$ cat config.mk
export PLATFORM = sky130hd
export DESIGN_NAME = outlier_rejecting_moving_average_core_flat
export DESIGN_NICKNAME = d
export VERILOG_FILES = /design/src/rtl/orma_pkg.sv /design/src/rtl/orma_in_if.sv /design/src/rtl/orma_out_if.sv /design/src/rtl/outlier_rejecting_moving_average_core.sv /design/src/rtl/orma_datapath.sv /design/src/rtl/orma_ctrl.sv /design/src/flat_wrapper.sv
export SDC_FILE = /design/constraint.sdc
export NUM_CORES = 1
export LEC_CHECK = 0
export BUFFER_PORTS_ARGS = -buffer_cell sky130_fd_sc_hd__buf_2
export CAP_MARGIN = 20
export CORE_MARGIN = 2
export CORE_UTILIZATION = 35
export DETAILED_ROUTE_END_ITERATION = 10
export PLACE_DENSITY = 0.48
export RECOVER_POWER = 25
export SYNTH_ARGS = -nofsm -noshare
export SYNTH_HDL_FRONTEND = slang
export SYNTH_SLANG_ARGS = --single-unit
$ cat constraint.sdc
create_clock -name clk -period 7.35 [get_ports clk]
set_clock_uncertainty 0.1 [all_clocks]
set_input_delay 0.3675 -clock clk [delete_from_list [all_inputs] [get_ports clk]]
set_output_delay 0.3675 -clock clk [all_outputs]
set_load 0.01 [all_outputs]
$ cat src/rtl/orma_pkg.sv
// Shared constants, command and status types, and constant dividers for the moving average.
`timescale 1ns / 1ps
`default_nettype none

package orma_pkg;

	// Window depth and sample width.
	localparam int WINDOW      = 10;
	localparam int SAMPLE_BITS = 12;
	// The band is plus or minus one tenth of the window average.
	localparam int BAND_DIV    = 10;

	localparam int IDX_W  = $clog2(WINDOW);
	localparam int CNT_W  = $clog2(WINDOW + 1);
	localparam int SUM_W  = SAMPLE_BITS + $clog2(WINDOW);
	localparam int REM_W  = CNT_W + 1;
	localparam int STEP_W = $clog2(SAMPLE_BITS);
	localparam int BAND_W = SAMPLE_BITS + 1;

	// Division of the window sum by WINDOW through a rounded-up reciprocal,
	// exact for every sum below 2**SUM_W.
	localparam int AVG_SHIFT   = SUM_W + $clog2(WINDOW);
	localparam int AVG_RECIP_W = SUM_W + 1;
	localparam logic [AVG_RECIP_W-1:0] AVG_RECIP =
		AVG_RECIP_W'(((longint'(1) << AVG_SHIFT) + longint'(WINDOW) - 1) / longint'(WINDOW));

	// Division of a band operand by BAND_DIV, exact below 2**BAND_W.
	localparam int BAND_SHIFT   = BAND_W + $clog2(BAND_DIV);
	localparam int BAND_RECIP_W = BAND_W + 1;
	localparam int BAND_Q_W     = BAND_W + BAND_RECIP_W - BAND_SHIFT;
	localparam logic [BAND_RECIP_W-1:0] BAND_RECIP =
		BAND_RECIP_W'(((longint'(1) << BAND_SHIFT) + longint'(BAND_DIV) - 1)
		/ longint'(BAND_DIV));

	typedef enum logic [2:0] {
		ST_IDLE,
		ST_AVG,
		ST_BAND,
		ST_SCAN,
		ST_CHECK,
		ST_DIV,
		ST_DONE
	} state_t;

	typedef struct packed {
		logic             take;
		logic             avg;
		logic             band;
		logic             scan;
		logic [IDX_W-1:0] idx;
		logic             div_init;
		logic             div_step;
		logic             out_load;
	} cmd_t;

	typedef struct packed {
		logic cnt_zero;
	} sts_t;

	function automatic logic [SAMPLE_BITS-1:0] avg_of(input logic [SUM_W-1:0] sum);
		logic [SUM_W+AVG_RECIP_W-1:0] prod;
		prod = {{AVG_RECIP_W{1'b0}}, sum} * {{SUM_W{1'b0}}, AVG_RECIP};
		return prod[AVG_SHIFT +: SAMPLE_BITS];
	endfunction

	function automatic logic [BAND_Q_W-1:0] band_div(input logic [BAND_W-1:0] v);
		logic [BAND_W+BAND_RECIP_W-1:0] prod;
		prod = {{BAND_RECIP_W{1'b0}}, v} * {{BAND_W{1'b0}}, BAND_RECIP};
		return prod[BAND_W+BAND_RECIP_W-1:BAND_SHIFT];
	endfunction

endpackage

`default_nettype wire

$ cat src/rtl/orma_in_if.sv
// Request channel that carries one sample.
`timescale 1ns / 1ps
`default_nettype none

interface orma_in_if;
	import orma_pkg::*;

	logic                   valid;
	logic                   ready;
	logic [SAMPLE_BITS-1:0] sample;

	modport source (output valid, output sample, input ready);
	modport sink (input valid, input sample, output ready);
endinterface

`default_nettype wire

$ cat src/rtl/orma_out_if.sv
// Request channel that carries one filtered result.
`timescale 1ns / 1ps
`default_nettype none

interface orma_out_if;
	import orma_pkg::*;

	logic                   valid;
	logic                   ready;
	logic [SAMPLE_BITS-1:0] filtered;
	logic                   held;

	modport source (output valid, output filtered, output held, input ready);
	modport sink (input valid, input filtered, input held, output ready);
endinterface

`default_nettype wire

$ cat src/rtl/outlier_rejecting_moving_average_core.sv
// Top level of the outlier-rejecting moving average.
`timescale 1ns / 1ps
`default_nettype none

// Usage:
// Samples arrive on the samples channel (valid/ready, 12-bit millivolt
// value). Each accepted request shifts the sample into a ten-entry history,
// forms the window average, a band of plus or minus one tenth around it, and
// the truncated mean of the entries strictly inside that band. One result
// request per sample leaves on the results channel with filtered and held.
// When no entry lies inside the band, the previous result is repeated with
// held set.
// Each accepted sample passes through intake, average and band, a walk
// over all ten window entries, a check, the bit-serial divider with one
// quotient bit per cycle and the load of the result register; the divider
// is skipped when the band holds no entries. A new sample is accepted only
// once the previous one has loaded its result. The result appears on
// results in the cycle after its load.
// Reset clears the history, the running sum and the last result to zero;
// no result is pending afterwards. A stalled receiver holds the result
// register; the next sample is still accepted and worked on, and waits
// only to load its own result until the previous one is taken.

module outlier_rejecting_moving_average_core (
	input  logic              clk,
	input  logic              arst_n,
	orma_in_if.sink           samples,
	orma_out_if.source        results
);
	import orma_pkg::*;

	cmd_t cmd;
	sts_t sts;

	orma_ctrl u_ctrl (
		.clk       (clk),
		.arst_n    (arst_n),
		.in_valid  (samples.valid),
		.in_ready  (samples.ready),
		.out_valid (results.valid),
		.out_ready (results.ready),
		.sts       (sts),
		.cmd       (cmd)
	);

	orma_datapath u_datapath (
		.clk      (clk),
		.arst_n   (arst_n),
		.cmd      (cmd),
		.sample   (samples.sample),
		.sts      (sts),
		.filtered (results.filtered),
		.held     (results.held)
	);

endmodule

`default_nettype wire

$ cat src/rtl/orma_datapath.sv
// Window, running sum, band limits, in-band accumulation and serial divider.
`timescale 1ns / 1ps
`default_nettype none

module orma_datapath (
	input  logic                            clk,
	input  logic                            arst_n,
	input  orma_pkg::cmd_t                  cmd,
	input  logic [orma_pkg::SAMPLE_BITS-1:0] sample,
	output orma_pkg::sts_t                  sts,
	output logic [orma_pkg::SAMPLE_BITS-1:0] filtered,
	output logic                            held
);
	import orma_pkg::*;

	logic [SAMPLE_BITS-1:0] win_q [WINDOW];
	logic [SUM_W-1:0]       sum_q;
	logic [SAMPLE_BITS-1:0] avg_q;
	logic [BAND_W-1:0]      hi_q;
	logic [SAMPLE_BITS-1:0] lo_q;
	logic [SUM_W-1:0]       acc_q;
	logic [CNT_W-1:0]       cnt_q;
	logic [REM_W-1:0]       rem_q;
	logic [SAMPLE_BITS-1:0] dvd_q;
	logic [SAMPLE_BITS-1:0] last_q;
	logic                   held_q;

	logic [SAMPLE_BITS-1:0] x;
	logic                   in_band;
	logic [BAND_W-1:0]      avg_ext;
	logic [REM_W-1:0]       trial;
	logic                   fits;

	assign x       = win_q[cmd.idx];
	assign in_band = ({1'b0, x} < hi_q) && (x > lo_q);
	assign avg_ext = {1'b0, avg_q};
	assign trial   = {rem_q[REM_W-2:0], dvd_q[SAMPLE_BITS-1]};
	assign fits    = trial >= {1'b0, cnt_q};

	assign sts.cnt_zero = (cnt_q == '0);
	assign filtered     = last_q;
	assign held         = held_q;

	// History and running sum: the sum follows the window, so it is
	// updated by the entering sample minus the one that drops out.
	always_ff @(posedge clk or negedge arst_n) begin
		if (!arst_n) begin
			for (int i = 0; i < WINDOW; i++) begin
				win_q[i] <= '0;
			end
			sum_q  <= '0;
			last_q <= '0;
			held_q <= 1'b0;
		end else begin
			if (cmd.take) begin
				for (int i = 0; i < WINDOW - 1; i++) begin
					win_q[i] <= win_q[i+1];
				end
				win_q[WINDOW-1] <= sample;
				sum_q <= sum_q + {{(SUM_W-SAMPLE_BITS){1'b0}}, sample}
					- {{(SUM_W-SAMPLE_BITS){1'b0}}, win_q[0]};
			end
			if (cmd.out_load) begin
				held_q <= sts.cnt_zero;
				if (!sts.cnt_zero) begin
					last_q <= dvd_q;
				end
			end
		end
	end

	always_ff @(posedge clk) begin
		if (cmd.avg) begin
			avg_q <= avg_of(sum_q);
		end
		if (cmd.band) begin
			hi_q  <= avg_ext + BAND_W'(band_div(avg_ext));
			lo_q  <= avg_q - SAMPLE_BITS'(band_div(avg_ext + BAND_W'(BAND_DIV - 1)));
			acc_q <= '0;
			cnt_q <= '0;
		end else if (cmd.scan && in_band) begin
			acc_q <= acc_q + {{(SUM_W-SAMPLE_BITS){1'b0}}, x};
			cnt_q <= cnt_q + CNT_W'(1);
		end
		// Restoring division: the quotient never exceeds the largest
		// entry, so the high part of the sum starts out as the remainder.
		if (cmd.div_init) begin
			rem_q <= REM_W'(acc_q[SUM_W-1:SAMPLE_BITS]);
			dvd_q <= acc_q[SAMPLE_BITS-1:0];
		end else if (cmd.div_step) begin
			rem_q <= fits ? (trial - {1'b0, cnt_q}) : trial;
			dvd_q <= {dvd_q[SAMPLE_BITS-2:0], fits};
		end
	end

	a_cnt_bound: assert property (@(posedge clk) disable iff (!arst_n)
		cmd.scan |-> (cnt_q < CNT_W'(WINDOW)))
		else $error("in-band count overran the window");

	a_held_keeps: assert property (@(posedge clk) disable iff (!arst_n)
		(cmd.out_load && sts.cnt_zero) |=> (held_q && $stable(last_q)))
		else $error("held result did not repeat the previous value");

endmodule

`default_nettype wire

$ cat src/rtl/orma_ctrl.sv
// Sequencer for one sample: intake, average, band, window scan, division if the band holds entries, result.
`timescale 1ns / 1ps
`default_nettype none

module orma_ctrl (
	input  logic           clk,
	input  logic           arst_n,
	input  logic           in_valid,
	output logic           in_ready,
	output logic           out_valid,
	input  logic           out_ready,
	input  orma_pkg::sts_t sts,
	output orma_pkg::cmd_t cmd
);
	import orma_pkg::*;

	state_t            state_q;
	state_t            state_nxt;
	logic [IDX_W-1:0]  idx_q;
	logic [STEP_W-1:0] step_q;
	logic              out_vld_q;
	logic              scan_last;
	logic              step_last;

	assign scan_last = (idx_q == IDX_W'(WINDOW - 1));
	assign step_last = (step_q == STEP_W'(SAMPLE_BITS - 1));
	assign out_valid = out_vld_q;

	always_ff @(posedge clk or negedge arst_n) begin
		if (!arst_n) begin
			state_q   <= ST_IDLE;
			idx_q     <= '0;
			step_q    <= '0;
			out_vld_q <= 1'b0;
		end else begin
			state_q <= state_nxt;
			if (cmd.scan) begin
				idx_q <= scan_last ? '0 : idx_q + IDX_W'(1);
			end
			if (cmd.div_step) begin
				step_q <= step_last ? '0 : step_q + STEP_W'(1);
			end
			if (cmd.out_load) begin
				out_vld_q <= 1'b1;
			end else if (out_ready) begin
				out_vld_q <= 1'b0;
			end
		end
	end

	always_comb begin
		state_nxt = state_q;
		cmd       = '0;
		cmd.idx   = idx_q;
		in_ready  = 1'b0;
		unique case (state_q)
			ST_IDLE: begin
				in_ready = 1'b1;
				if (in_valid) begin
					cmd.take  = 1'b1;
					state_nxt = ST_AVG;
				end
			end
			ST_AVG: begin
				cmd.avg   = 1'b1;
				state_nxt = ST_BAND;
			end
			ST_BAND: begin
				cmd.band  = 1'b1;
				state_nxt = ST_SCAN;
			end
			ST_SCAN: begin
				cmd.scan = 1'b1;
				if (scan_last) begin
					state_nxt = ST_CHECK;
				end
			end
			ST_CHECK: begin
				if (sts.cnt_zero) begin
					state_nxt = ST_DONE;
				end else begin
					cmd.div_init = 1'b1;
					state_nxt    = ST_DIV;
				end
			end
			ST_DIV: begin
				cmd.div_step = 1'b1;
				if (step_last) begin
					state_nxt = ST_DONE;
				end
			end
			ST_DONE: begin
				if (!out_vld_q || out_ready) begin
					cmd.out_load = 1'b1;
					state_nxt    = ST_IDLE;
				end
			end
			default: begin
				state_nxt = ST_IDLE;
			end
		endcase
	end

	a_no_overwrite: assert property (@(posedge clk) disable iff (!arst_n)
		cmd.out_load |-> (!out_vld_q || out_ready))
		else $error("result register loaded while still occupied");

	a_div_nonzero: assert property (@(posedge clk) disable iff (!arst_n)
		(state_q == ST_DIV) |-> !sts.cnt_zero)
		else $error("division started with a zero divisor");

	a_scan_start: assert property (@(posedge clk) disable iff (!arst_n)
		(state_q == ST_BAND) |-> (idx_q == '0) && (step_q == '0))
		else $error("counters not at rest when a new scan begins");

endmodule

`default_nettype wire

$ cat src/flat_wrapper.sv
// flat-port wrapper written by rule: the top's interface ports become plain ports
module outlier_rejecting_moving_average_core_flat import orma_pkg::*;
  (clk, arst_n, samples_valid, samples_sample, samples_ready, results_valid, results_filtered, results_held, results_ready);
  orma_in_if samples_i ();
  orma_out_if results_i ();
  input  logic clk;
  input  logic arst_n;
  input wire logic [$bits(samples_i.valid)-1:0] samples_valid;
  input wire logic [$bits(samples_i.sample)-1:0] samples_sample;
  output wire logic [$bits(samples_i.ready)-1:0] samples_ready;
  output wire logic [$bits(results_i.valid)-1:0] results_valid;
  output wire logic [$bits(results_i.filtered)-1:0] results_filtered;
  output wire logic [$bits(results_i.held)-1:0] results_held;
  input wire logic [$bits(results_i.ready)-1:0] results_ready;
  assign samples_i.valid = samples_valid;
  assign samples_i.sample = samples_sample;
  assign samples_ready = samples_i.ready;
  assign results_valid = results_i.valid;
  assign results_filtered = results_i.filtered;
  assign results_held = results_i.held;
  assign results_i.ready = results_ready;
  outlier_rejecting_moving_average_core u_core (.clk(clk), .arst_n(arst_n), .samples(samples_i), .results(results_i));
endmodule
Word-level counts from Yosys, hierarchy flattened

Index checks and enable logic that the tools add are counted.

Output and inout port bits: 15
Memories kept: 0
Memory bits (writable): 0
ROM bits: 0
Bits in latches: 0
Input port bits: 16
Flip-flop bits (word level): 234

Equal/unequal tests: 12
Div/mod/pow operators: 0
Mux-type cells: 29
Reduce and logical (&&, ||, !) cells: 10
$mul: 3
$add $sub $neg: 10
Shift-type cells: 0
Order comparisons: 4
Bitwise logic cells: 2

Operators with widths:

| kind                   | count |
|---|---|
| $bmux 12 s4            | 1 |
| $mux 12                | 4 |
| $add 16x12->16         | 2 |
| $mul 16x16->31 const B | 1 |
| $mul 13x12->25 const B | 1 |
| $mul 12x12->24 const B | 1 |
| $pmux 3 s7             | 1 |
| $mux 4                 | 5 |
| $sub 16x12->16         | 1 |
| $add 12x4->13 const B  | 1 |
| $add 12x9->13          | 1 |
| $lt 12x13->1           | 1 |
| $mux 1                 | 13 |
| $add 4x1->4 const B    | 3 |
| $gt 12x12->1           | 1 |
| $mux 3                 | 4 |
| $sub 12x10->12         | 1 |
| $eq 3x3->1 const B     | 3 |
| $eq 4x4->1 const B     | 2 |
| $ne 2x2->1 const B     | 4 |
| $eq 3x2->1 const B     | 2 |
| $ge 5x4->1             | 1 |
| $ge 5x5->1 const B     | 1 |
| $not 4->5              | 1 |
| 12 further kinds       | 14 |

Logic depth before layout (Yosys ltp)

Word-level depth: 7
Depth in mapped cells: 32
Mapped depth without buffers: 32

By module

From an unflattened synthesis, not the netlist that was laid out.

Cell total of the unflattened synthesis: 2038
Area total of the unflattened synthesis: 22337.7 µm²

Modules (own cells, without submodules):

| module        | area an instance (µm²) | instances | cells an instance |
|---|---|---|---|
| orma_datapath | 21653.3                | 1         | 1962 |
| orma_ctrl     | 684.4                  | 1         | 76 |

Least setup slack after synthesis

No wires, ideal clock.

Kind: register -> register
Start: reg u_core.u_datapath.avg_q[1]
End: reg u_core.u_datapath.lo_q[10], data pin
Library setup time: 0.279 ns
Slack: 0.257 ns
Arrival: 6.714 ns
Clock period less this slack: 7.093 ns
Stages on the path, launching flop included: 30
Required time: 6.971 ns
Path through: edfxtp_1 > ha_1 > a31oi_1 > nor2_1 > nand2_1 > xnor2_1 > ha_1 > fa_1 > inv_1 > fa_1 > inv_1 > fa_1 > inv_1 > fa_1 > inv_1 > ha_1 > o211a_1 > o21ai_0 > o21ai_0 > a21oi_1 > o21bai_1 > a21oi_1 > xor2_1 > ha_1 > inv_1 > o21bai_1 > a21oi_1 > o21bai_1 > a2111oi_0 > a311oi_1

Word-level cells in the longest chain between the ends: 3

RTL lines:

| what                   | RTL line            | text |
|---|---|---|
| from (decl)            | orma_datapath.sv:18 | `logic [SAMPLE_BITS-1:0] avg_q;` |
| from (signal assigned) | orma_datapath.sv:74 | `avg_q <= avg_of(sum_q);` |
| $add 12x4->13          | orma_datapath.sv:78 | `lo_q <= avg_q - SAMPLE_BITS'(band_div(avg_ext + BAND_W'(BAND_DIV - 1)));` |
| $mul 13x12->25         | orma_pkg.sv:68      | `prod = {{BAND_RECIP_W{1'b0}}, v} * {{BAND_W{1'b0}}, BAND_RECIP};` |
| $sub 12x10->12 *       | orma_datapath.sv:78 |  |
| to (signal assigned)   | orma_datapath.sv:78 |  |
| to (decl)              | orma_datapath.sv:20 | `logic [SAMPLE_BITS-1:0] lo_q;` |

Mark *: on every way between the ends. The rest lies on a longest branch, timed or not.
A chain may end at the register's enable or synchronous reset.

Final worst setup path

Start: reg u_core.u_datapath.avg_q[3]
End: reg u_core.u_datapath.lo_q[11], data pin

The elaborated chain is that of the path after synthesis.

==> metrics.yaml <==
global_route:
  grt_overflow: 0
  antenna_found_initial: 0
  grt_usage_pct: 15.7
  gr-usage-met3_pct: 1.34
  grt_pass1_vias: 15688
  grt_max_degree: 92
  grt_util_met1_pct: 22.1
  grt_first_pass_wirelength_um: 83900
  grtUsageMet2_pct: 26.0
  grt-busiest-layer: "met2"
sta:
  setup_violations: 0
  slew_viol_final: 91
  relSlewSlack_pct: -236
  period_needed_ns: 7.02
  tns_ns: 0
  fmax_ghz: 0.143
  hold_violations: 0
  fin_crit_sh_pct: 95.4
  worst_slew_pin_slew_ns: 5.04
floorplanning:
  coreArea_mm2: 0.0630
  initial_core_util_pct: 35.4
  pin_count: 31
  die_y_um: 256
  die_area_mm2: 0.0657
  die_width_um: 256
  num_rows: 92
setup_path:
  critPathMaxFanout: 4
  arrival_ns: 7.22
  slowest_stage: "fa_1"
  crit_required_ns: 7.55
  ff2ff_setup_slack_ns: 0.33
  cpPeakStageDelay_ns: 0.54
  r2r_cells: 30
  startpoint_type: "register"
  worst-setup-path-type: "register to register"
  end_kind: "register"
  timing.critical_path.mode_cell: "inv_1"
layout:
  diodes: 0
  num-nets-final: 2922
  fin_area_mm2: 0.0249
  layout-drive-gt1-share_pct: 9.04
  areaGrowthSynthToFinish_pct: 11.7
logic_synthesis:
  synthArstFlopShare_pct: 68.8
  ys_ff_latch: 234
  syn-num-nets: 2853
  ys.flop_type: "dfrtp_1"
  synth_warnings: 0
  synth_edf_count: 53
  syn-instance-count: 2279
  syn_area_mm2: 0.0223
  syn_avg_cell_area_um2: 9.78
  synth_cell_type_count: 68
  ys_seq_area_share_pct: 27.0
clock_tree:
  clock_latency_ns: 0.56
  root_buffer: "clkbuf_16"
  cts_buffer_depth: 3
  cts_tree: "built"
  cts-buffers-inserted: 28
  cts_sinks: 234
  clk_pin_slew_ns: 0.06
  h-tree-depth: 1
flow_run:
  maxCapViolCount: 1
place:
  place_area_mm2: 0.0237
  gp_congestion: 0.860
  dp_hpwl_um: 40400
  port_buffers: 30
worst_hold_path:
  hold_path_depth: 3
  holdCritPathClass: "input pin to register"
status:
  violations: "capacitance limit, slew limit"
  outcome: "finished with violations"
route:
  viasPerCell: 4.77
  ant_nets: 0
  drtIter0Drc: 638
  routedWlPerCell_um: 15.7
  drcViolationCount: 0
  vias: 15316
  totalWireLength_um: 50300
  dr.pass1.iters: 5
[metrics by stage]
| stage | worst slack, ns | util (%) | std cells | hold WS (ns) |
|---|---|---|---|---|
| 2_1_floorplan | 0.257 | - | 2279 | -0.0281 |
| 3_3_place_gp | 0.117 | 37.7 | 3160 | 0.366 |
| 3_5_place_dp | -0.0513 | 37.7 | 3160 | 0.361 |
| 4_1_cts | 0.0278 | 39.3 | 3213 | 0.0159 |
| 5_1_grt | -0.0469 | 39.5 | 3214 | 0.0437 |
| 6_report | 0.335 | 39.5 | 3214 | 0.0383 |
[layout by cell type (no fill, tap or decap), drive strengths merged, types with 5 or more instances in the layout]
cell    count
xor2       29
ha        383
and3        9
mux4       24
mux2i      42
nor2       65
clkbuf     54
o21bai      9
o31ai       8
inv       376
dfxtp      20
fa        175
nand3      20
a31oi       7
or2         7
a211o       5
mux2       28
and2        7
o41ai       5
buf        80
a211oi      6
o211ai      5
o21ai      66
a21oi      71
o22ai      12
edfxtp     53
a21o       32
dfrtp     161
o21a       20
nand4       8
xnor2      58
nor2b      21
nand2b      5
nor3       22
nand2     417
[Yosys cell counts, types with 6 or more instances]
master	number	area share [%]
inv_1	375	6.3
and3_1	9	0.25
xnor2_1	58	2.3
o31ai_1	8	0.27
o21ai_0	65	1.5
a211oi_1	6	0.20
nand3_1	20	0.45
o21a_1	20	0.67
dfrtp_1	161	18
a21oi_1	71	1.6
nor2_1	65	1.1
mux2_2	28	1.4
dfxtp_1	20	1.8
o22ai_1	12	0.34
and2_1	7	0.20
nor2b_1	21	0.59
nand2_1	417	7.0
ha_1	383	21
clkbuf_1	44	0.74
o21bai_1	9	0.30
nand4_1	8	0.22
a21o_1	31	1.0
mux4_2	24	2.4
xor2_1	29	1.1
or2_2	7	0.20
edfxtp_1	53	7.1
a31oi_1	7	0.20
nor3_1	22	0.49
mux2i_1	42	1.9
fa_1	175	16
[final timing paths]
| check | from | to |
|---|---|---|
| max | u_core.u_datapath.avg_q[3] | u_core.u_datapath.lo_q[11] |
| min in group asynchronous | arst_n | u_core.u_datapath.filtered[8] |
| max in group asynchronous | arst_n | u_core.u_ctrl.idx_q[0] |
| min reg2reg | u_core.u_datapath.acc_q[10] | u_core.u_datapath.acc_q[10] |
| min | results_ready | u_core.u_ctrl.out_valid |
| max reg2reg | u_core.u_datapath.avg_q[3] | u_core.u_datapath.lo_q[11] |
[cells by family (layout without fill, tap and decap cells)]
| logic type | count (synthesis) | count (layout) | synth area share [%] |
|---|---|---|---|
| AO/OA/AOI/OAI | 276 | 276 | 7.92 |
| AND/OR/NAND/NOR | 601 | 601 | 11.4 |
| multiplexers | 94 | 94 | 5.73 |
| XOR/XNOR | 87 | 87 | 3.42 |
| adder cells (fa/ha/maj) | 558 | 558 | 37.2 |
| buffers and inverters | 429 | 518 | 7.28 |
| flip-flops | 234 | 234 | 27.0 |
[critical path, delay by kind of cell, from the launching register on]
family	cells	cell delay [ns]
compound gates	11	1.92
fa+ha+maj	8	3.12
xor+xnor	2	0.33
buf+inv	6	0.50
simple gates	3	0.33
flops	1	0.43
[state kept, by name, indices dropped and copies added (netlist names)]
name                        flops
u_core.u_datapath.rem_q         4
u_core.u_ctrl.idx_q             4
u_core.u_datapath.win_q       120
u_core.u_datapath.cnt_q         4
u_core.u_ctrl.step_q            4
u_core.u_datapath.avg_q        12
u_core.u_ctrl.out_valid         1
u_core.u_datapath.acc_q        16
u_core.u_datapath.lo_q         12
u_core.u_datapath.dvd_q        12
u_core.u_datapath.held          1
u_core.u_datapath.sum_q        16
u_core.u_datapath.hi_q         13
u_core.u_ctrl.state_q           3
u_core.u_datapath.filtered     12
[cell type report]
cell class | count | area (um2)
fill | 6213 | 38100
inverter | 375 | 1410
multi-input combinational | 1616 | 14800
clock inverter | 8 | 133
timing repair buffer | 93 | 608
clock buffer | 42 | 835
tap | 846 | 1060
sequential | 234 | 6020
[layer usage]
layer / wire (um) / vias up
met1: 24600 / 7445
met3: 1070 / 55
met2: 23600 / 129
met4: 1100 / 0
met5: 0 / -
li1: - / 7687
[repair_timing]
action	CTS	global route
buffers inserted	2	1
hold buffers	1	0
gates resized for setup	2	27
pin swaps	0	12
setup endpoints to repair	1	6
hold endpoints to repair	89	0
Power is not shown: default switching activity piles up to over one toggle a cycle in this logic, so the estimate is an artifact.
